==> config.mk <==
export PLATFORM = sky130hd
export DESIGN_NAME = level_set_boundary_cleaner_unit
export DESIGN_NICKNAME = d
export VERILOG_FILES = /design/src/hw/rtl/lsbc_pkg.sv /design/src/hw/rtl/level_set_boundary_cleaner_unit.sv /design/src/hw/rtl/lsbc_line_store.sv
export SDC_FILE = /design/constraint.sdc
export NUM_CORES = 2
export LEC_CHECK = 0
export BUFFER_PORTS_ARGS = -buffer_cell sky130_fd_sc_hd__buf_4
export CAP_MARGIN = 15
export CORE_AREA = 8 8 425 427
export DETAILED_ROUTE_END_ITERATION = 16
export DIE_AREA = 0 0 433 435
export PLACE_DENSITY = 0.79
export SYNTH_ARGS = -nofsm -noshare
export SYNTH_HDL_FRONTEND = slang
export SYNTH_SLANG_ARGS = --single-unit
==> constraint.sdc <==
create_clock -name clk -period 6.1 [get_ports clk]
set_input_delay 0.915 -clock clk [delete_from_list [all_inputs] [get_ports clk]]
set_output_delay 0.915 -clock clk [all_outputs]
set_load 0.02 [all_outputs]
==> src/hw/rtl/lsbc_pkg.sv <==
// ----------------------------------------------------------------------------
// lsbc_pkg
// Shared types and constants of the level-set boundary cleaner.
// ----------------------------------------------------------------------------
package lsbc_pkg;

	localparam int MAX_WIDTH  = 1024;
	localparam int MAX_HEIGHT = 1024;

	// Field widths fixed by the interface.
	localparam int DIM_W    = 11;
	localparam int OFF_W    = 20;
	localparam int CFG_IDX_W = 2;
	localparam int COL_W    = $clog2(MAX_WIDTH);

	localparam logic [CFG_IDX_W-1:0] REG_FRAME_WIDTH  = CFG_IDX_W'(0);
	localparam logic [CFG_IDX_W-1:0] REG_FRAME_HEIGHT = CFG_IDX_W'(1);

	localparam logic CMD_PIXEL = 1'b0;
	localparam logic CMD_DRAIN = 1'b1;

	typedef enum logic [1:0] {
		CLS_OUTER_LIST      = 2'd0,
		CLS_REDUNDANT_OUTER = 2'd1,
		CLS_INNER_LIST      = 2'd2,
		CLS_REDUNDANT_INNER = 2'd3
	} pix_class_t;

	// Write request into the line store.
	typedef struct packed {
		logic             en;
		logic [COL_W-1:0] addr;
		logic             slot;
		logic             val;
	} ls_wr_t;

	// Per-pixel context carried alongside the line store read.
	typedef struct packed {
		logic             has_up;
		logic             has_left;
		logic             has_right;
		logic             has_down;
		logic             down_val;
		logic             mid_slot;
		logic             last;
		logic [OFF_W-1:0] offset;
	} s1_ctl_t;

	// Saturates a dimension register to 1..hi.
	function automatic logic [DIM_W-1:0] clamp_dim(input logic [DIM_W-1:0] v,
		input logic [DIM_W-1:0] hi);
		logic [DIM_W-1:0] r;
		r = v;
		if (v == '0) begin
			r = DIM_W'(1);
		end else if (v > hi) begin
			r = hi;
		end
		return r;
	endfunction

endpackage

==> src/hw/rtl/level_set_boundary_cleaner_unit.sv <==
// ----------------------------------------------------------------------------
// level_set_boundary_cleaner_unit
// Classifies each pixel of a binary level-set map as outer, redundant outer,
// inner or redundant inner from its four clipped neighbours.
// ----------------------------------------------------------------------------
// Pipeline: the pixel (or drain tick) that completes a neighbourhood starts a
// line store read into stage 1; the result then goes to the output register.
// Throughput: one item per cycle (one line store read each) unless stalled.
// Reset: counters clear and both dimensions return to 1024; the line store is
// not cleared, as every entry is written before it is read.
// ----------------------------------------------------------------------------
module level_set_boundary_cleaner_unit
	import lsbc_pkg::*;
(
	input  logic                 clk,
	input  logic                 arst_n,
	// Pixel channel
	input  logic                 pix_valid,
	output logic                 pix_stall,
	input  logic                 cmd,
	input  logic                 phi_outside,
	// Result channel
	output logic                 res_valid,
	input  logic                 res_stall,
	output logic [OFF_W-1:0]     pixel_offset,
	output logic [1:0]           pixel_class,
	output logic                 last_pixel,
	// Configuration channel
	input  logic                 cfg_valid,
	output logic                 cfg_ready,
	input  logic [CFG_IDX_W-1:0] cfg_index,
	input  logic [DIM_W-1:0]     cfg_data
);

	// Dimension registers, stored already saturated to their legal range.
	logic [DIM_W-1:0] width_q;
	logic [DIM_W-1:0] height_q;

	// Raster position of the next incoming item and the next result offset.
	logic [COL_W-1:0] col_q;
	logic [DIM_W-1:0] row_q;
	logic [OFF_W-1:0] off_q;

	// Stage 1: line store read in flight together with the pixel context.
	logic     s1_vld_q;
	s1_ctl_t  ctl_s1;

	// Centre value of the previously classified pixel, which is the left
	// neighbour of the next one in the same row.
	logic left_q;

	// Output register.
	logic             out_vld_q;
	logic [OFF_W-1:0] out_off_q;
	pix_class_t       out_cls_q;
	logic             out_last_q;

	logic             cfg_wr;
	logic             accept;
	logic             is_pix;
	logic             frame_in;
	logic             take_pix;
	logic             take_drain;
	logic             classify;
	logic [DIM_W-1:0] col_inc;
	logic             col_wrap;
	logic             out_free;
	logic             s1_adv;
	ls_wr_t           ls_wr;
	logic [1:0]       rd_a;
	logic [1:0]       rd_b;
	s1_ctl_t          ctl_s0;
	logic             centre;
	logic             up_val;
	logic             right_val;
	logic             any_out;
	logic             any_in;
	pix_class_t       cls;

	// The block takes configuration at any time; writes should only arrive while idle, which the block does not enforce.
	assign cfg_ready = 1'b1;
	assign cfg_wr    = cfg_valid && cfg_ready;

	// The output register frees up when empty or when its result transfers.
	assign out_free  = !out_vld_q || !res_stall;
	assign s1_adv    = s1_vld_q && out_free;
	assign pix_stall = s1_vld_q && !out_free;
	assign accept    = pix_valid && !pix_stall;

	// While row_q is below the height the frame is still arriving; once it
	// equals the height, drain ticks classify the final row.
	assign is_pix     = (cmd == CMD_PIXEL);
	assign frame_in   = (row_q < height_q);
	assign take_pix   = accept && is_pix && frame_in;
	assign take_drain = accept && !is_pix && !frame_in;
	assign classify   = (take_pix && (row_q != '0)) || take_drain;

	assign col_inc  = DIM_W'(col_q) + DIM_W'(1);
	assign col_wrap = (col_inc == width_q);

	// The row being classified always sits in the slot opposite row_q, and
	// the row above it shares the slot of row_q, which this pixel overwrites.
	always_comb begin
		ctl_s0.has_up    = (row_q >= DIM_W'(2));
		ctl_s0.has_left  = (col_q != '0);
		ctl_s0.has_right = (col_inc < width_q);
		ctl_s0.has_down  = is_pix;
		ctl_s0.down_val  = phi_outside;
		ctl_s0.mid_slot  = ~row_q[0];
		ctl_s0.last      = !is_pix && col_wrap;
		ctl_s0.offset    = off_q;
	end

	always_comb begin
		ls_wr.en   = take_pix;
		ls_wr.addr = col_q;
		ls_wr.slot = row_q[0];
		ls_wr.val  = phi_outside;
	end

	// Column c and its right neighbour are read in the cycle the pixel is
	// written; the read returns the old contents, so the row above survives.
	lsbc_line_store u_line_store (
		.clk       (clk),
		.wr        (ls_wr),
		.rd_en     (classify),
		.rd_addr_a (col_q),
		.rd_addr_b (col_inc[COL_W-1:0]),
		.rd_data_a (rd_a),
		.rd_data_b (rd_b)
	);

	// Raster counters and dimension registers.
	always_ff @(posedge clk or negedge arst_n) begin
		if (!arst_n) begin
			width_q  <= DIM_W'(MAX_WIDTH);
			height_q <= DIM_W'(MAX_HEIGHT);
			col_q    <= '0;
			row_q    <= '0;
			off_q    <= '0;
		end else if (cfg_wr) begin
			// Any write to a known register starts a new frame.
			if (cfg_index == REG_FRAME_WIDTH) begin
				width_q <= clamp_dim(cfg_data, DIM_W'(MAX_WIDTH));
				col_q   <= '0;
				row_q   <= '0;
				off_q   <= '0;
			end else if (cfg_index == REG_FRAME_HEIGHT) begin
				height_q <= clamp_dim(cfg_data, DIM_W'(MAX_HEIGHT));
				col_q    <= '0;
				row_q    <= '0;
				off_q    <= '0;
			end
		end else begin
			if (take_pix) begin
				if (col_wrap) begin
					col_q <= '0;
					row_q <= row_q + DIM_W'(1);
				end else begin
					col_q <= col_inc[COL_W-1:0];
				end
			end
			if (take_drain && col_wrap) begin
				// Last pixel of the frame is taken for classification.
				col_q <= '0;
				row_q <= '0;
				off_q <= '0;
			end else begin
				if (take_drain) begin
					col_q <= col_inc[COL_W-1:0];
				end
				if (classify) begin
					off_q <= off_q + OFF_W'(1);
				end
			end
		end
	end

	// Stage 1 valid and the left-neighbour register.
	always_ff @(posedge clk or negedge arst_n) begin
		if (!arst_n) begin
			s1_vld_q <= 1'b0;
		end else if (classify) begin
			s1_vld_q <= 1'b1;
		end else if (s1_adv) begin
			s1_vld_q <= 1'b0;
		end
	end

	always_ff @(posedge clk) begin
		if (classify) begin
			ctl_s1 <= ctl_s0;
		end
		if (s1_adv) begin
			left_q <= centre;
		end
	end

	// Neighbourhood check on the registered line store data.
	assign centre    = rd_a[ctl_s1.mid_slot];
	assign up_val    = rd_a[~ctl_s1.mid_slot];
	assign right_val = rd_b[ctl_s1.mid_slot];

	always_comb begin
		any_out = (ctl_s1.has_up && up_val) || (ctl_s1.has_left && left_q) ||
			(ctl_s1.has_right && right_val) || (ctl_s1.has_down && ctl_s1.down_val);
		any_in = (ctl_s1.has_up && !up_val) || (ctl_s1.has_left && !left_q) ||
			(ctl_s1.has_right && !right_val) || (ctl_s1.has_down && !ctl_s1.down_val);
		if (centre) begin
			cls = any_in ? CLS_OUTER_LIST : CLS_REDUNDANT_OUTER;
		end else begin
			cls = any_out ? CLS_INNER_LIST : CLS_REDUNDANT_INNER;
		end
	end

	// Output register: a held result does not block an empty stage 1 from
	// loading the next read, so one more pixel is taken while the result waits.
	always_ff @(posedge clk or negedge arst_n) begin
		if (!arst_n) begin
			out_vld_q <= 1'b0;
		end else if (out_free) begin
			out_vld_q <= s1_vld_q;
		end
	end

	always_ff @(posedge clk) begin
		if (s1_adv) begin
			out_off_q  <= ctl_s1.offset;
			out_cls_q  <= cls;
			out_last_q <= ctl_s1.last;
		end
	end

	assign res_valid    = out_vld_q;
	assign pixel_offset = out_off_q;
	assign pixel_class  = out_cls_q;
	assign last_pixel   = out_last_q;

endmodule

==> src/hw/rtl/lsbc_line_store.sv <==
// ----------------------------------------------------------------------------
// lsbc_line_store
// Two-row line store, one word per column holding both row slots.
// ----------------------------------------------------------------------------
module lsbc_line_store
	import lsbc_pkg::*;
(
	input  logic             clk,
	input  ls_wr_t           wr,
	input  logic             rd_en,
	input  logic [COL_W-1:0] rd_addr_a,
	input  logic [COL_W-1:0] rd_addr_b,
	output logic [1:0]       rd_data_a,
	output logic [1:0]       rd_data_b
);

	logic [1:0] mem [MAX_WIDTH];
	logic [1:0] rd_a_q;
	logic [1:0] rd_b_q;

	// Reads return the contents from before a write in the same cycle.
	always_ff @(posedge clk) begin
		if (wr.en) begin
			mem[wr.addr][wr.slot] <= wr.val;
		end
		if (rd_en) begin
			rd_a_q <= mem[rd_addr_a];
			rd_b_q <= mem[rd_addr_b];
		end
	end

	assign rd_data_a = rd_a_q;
	assign rd_data_b = rd_b_q;

endmodule

==> flow_summary.toml <==
[run_status]
status = "complete, no violations"

[pwr]
leakagePower_uw = 0.0340
seq_power_share_pct = 48.0
internal-power_uw = 26300
cellPowerDensity_mw_per_mm2 = 293
comb_power_share_pct = 14.5
swShare_pct = 24.3
p_switching_uw = 8450
vdd_ir_drop_max_uv = 342
power.share.clock_pct = 37.5

[synthesis]
synth_top_family_by_area = "multiplexers"
synth-simple-area-share_pct = 9.13
synth_area_leaders = "edfxtp_1, mux4_2, nor2_1"
synth.avg_cell_area_um2 = 15.2
muxShareOfSynthArea_pct = 24.3
synth_top_area_cell = "edfxtp_1"
synth_compound_area_share_pct = 3.25
synth_ff_type = "edfxtp_1"
synth_xor_area_share_pct = 0.0563
async_reset_ff_share_pct = 3.00
syn_area_mm2 = 0.109
synth-adder-area-share_pct = 0.322
synth_cells = 7185
synth_cell_types = 64
syn-num-nets = 7233
synth_top_area_share_pct = 58.0
synth.most_common_cell = "nor2_1"
synthTopCellsByCount = "nor2_1, edfxtp_1, mux4_2, clkbuf_1, a22oi_1"
synth_edf_count = 2103
ys_ff_latch = 2168
yosysSeqAreaShare_pct = 59.5
yosys_warnings = 0

[detailed_routing]
avgRoutedWirePerCell_um = 35.1
drt_iter0_markers = 14313
m1WireLength_um = 102000
wl_met3_um = 54900
drc = 0
wl_met2_um = 150000
vias_per_cell = 7.68
ant_nets = 0
vias = 72389
routed_wl_um = 331000
top_layer = "met5"
first_pass_iters = 7

[worst_setup_path]
cp.buffers_inverters = 1
r2r-start = "col_q[4]$_DFFE_PN0P_"
critical-path-top-delay-family = "simple AND/OR/NAND/NOR gates"
cpPeakStageDelay_ns = 0.94
critical_path.cell_chain = "nand3_1 -> o21ai_0 -> nand2_1 -> nor2_4 -> buf_4 -> a221oi_1 -> o22ai_1 -> o21ai_0 -> nand4_1"
r2r_cells = 9
crit_path_frequent_cell = "o21ai_0"
cp-start-kind = "flip-flop"
r2r_slack_ns = 1.17
worstPathRequired_ns = 6.84
setup.worst_path.class = "reg -> reg"
crit_slowest_cell = "nor2_4"
timing.rr.end = "u_line_store.rd_data_b[1]$_DFFE_PP_"
crit_path_max_fanout = 14
end_kind = "flip-flop"
critPathArrivalTime_ns = 5.67

[place]
place.gp.congestion = 0.889
postPlaceCellArea_mm2 = 0.111
dpl.hpwl_um = 185000
place_ws_ns = 1.34
io_buffers = 44

[timing]
min_period_ns = 4.93
finalHoldViolCount = 0
final.period_utilization_pct = 80.8
clock_skew_ns = 0.0311
slew_violations = 0
fmax_mhz = 203
setup_viol = 0
worst_pin_slew_ns = 1.35
rsz0062_at_grt = "false"
finalWorstSetupSlack_ns = 1.17
slew_headroom_pct = 9.78
holdWs_ns = 0.179
setup-tns-final_ns = 0

[global_route]
grt.total_usage_pct = 34.5
antenna_found_initial = 11
first_global_vias = 70777
grt_overflow = 0
grt_max_degree = 284
grt_first_pass_wirelength_um = 476000

[floorplan]
die_area_mm2 = 0.188
core-area_mm2 = 0.173
die_h_um = 435
fp-row-count = 153
io-pin-count = 46
start_util_pct = 62.9
fp.dieW_um = 433

[layout]
nets = 6964
fin_area_mm2 = 0.118
area_growth_pct = 8.63
drive_gt1_share_pct = 26.6

[cts]
cts-root-buf = "clkbuf_16"
postCtsSetupRepairBufs = 0
cts.sinks = 2168
cts_tree = "built"
postCtsHoldBufs = 0
clk_latency_ns = 0.88
clockBufferDepth = 3
cts_made_buffers = 213
postCtsResizedCells = 0
path_clk_slew_ns = 0.07
htree_num_levels = 4

[run]
maxCapViolCount = 0

[worst_hold_path]
hold_class = "in -> async"
[metal layers]
layer  GRT usage (%)  vias up
li1                -    27420
met1            44.2    36385
met3            12.1     1482
met4            19.5        6
met2            51.7     7096
met5           0.359        -
[worst max path at each step]
stage | cells past startpoint | from | endpoint
3_5_place_dp | 10 | col_q[0]$_DFFE_PN0P_ | u_line_store.rd_data_b[0]$_DFFE_PP_
5_1_grt | 10 | col_q[0]$_DFFE_PN0P_ | u_line_store.rd_data_b[0]$_DFFE_PP_
4_1_cts | 10 | col_q[0]$_DFFE_PN0P_ | u_line_store.rd_data_b[0]$_DFFE_PP_
3_3_place_gp | 10 | col_q[0]$_DFFE_PN0P_ | u_line_store.rd_data_b[0]$_DFFE_PP_
2_1_floorplan | 20 | col_q[0]$_DFFE_PN0P_ | u_line_store.rd_data_b[1]$_DFFE_PP_
6_report | 9 | col_q[4]$_DFFE_PN0P_ | u_line_store.rd_data_b[1]$_DFFE_PP_
[sequential cells by signal, indices dropped and copies added, names as in the netlist, 10 cells and up]
| signal | flops |
|---|---|
| row_q | 11 |
| off_q | 20 |
| col_q | 10 |
| pixel_offset | 20 |
| width_q | 11 |
| u_line_store.mem | 2048 |
| ctl_s1 | 27 |
| height_q | 11 |
[power groups by stage]
stage,Clock (uW),Sequential [uW],Combinational [uW]
finish,13000,16600,5050
floorplan,0,16900,3690
CTS,13000,16600,4990
global placement,0,16900,4870
detailed placement,0,17000,4940
global route,13500,16700,5250
[final cells by class]
type                            instances  area, um2
Inverter                               43        161
Sequential cell                      2168      64800
Antenna cell                           14       35.0
Fill cell                           10877      54900
Timing Repair Buffer                  280       2690
Clock buffer                          264       5630
Tap cell                             2325       2910
Multi-Input combinational cell       4210      40900
Clock inverter                        124       1140
[layout by cell type (no fill, tap or decap), types with 14 or more instances in the layout]
master     count
edfxtp_1    2103
nor2_1      2100
mux4_2      1159
buf_4        232
clkbuf_16    218
a22oi_1      197
nand2_1      108
nand3_2       62
dfrtp_1       58
a22o_1        51
nand4_1       50
clkinv_1      47
clkbuf_1      46
o21ai_0       45
buf_12        43
inv_1         42
a221o_1       40
a221oi_1      38
clkinv_2      38
nand3_1       36
nand2_2       34
nor3_1        29
ha_1          27
a21oi_1       26
mux2i_1       23
bufinv_16     19
and3_1        16
mux2_2        16
nand2b_1      15
diode_2       14
[logic make-up after synthesis]
family | Yosys count
AO/OA/AOI/OAI | 465
flip-flops | 2168
adder cells (fa/ha/maj) | 28
AND/OR/NAND/NOR | 2511
buffers and inverters | 807
other | 1
multiplexers | 1198
XOR/XNOR | 7
[stage by stage]
step                      total power (uW)  utilization [%]  instances
after global routing                 35500             68.3       9415
after detailed placement             21900             64.3       9019
after global placement               21800             64.3       9018
final                                34700             68.3       9428
after CTS                            34600             68.2       9407
after floorplan                      20600                -       7185
No activity file was read; power rests on OpenSTA's default activity.
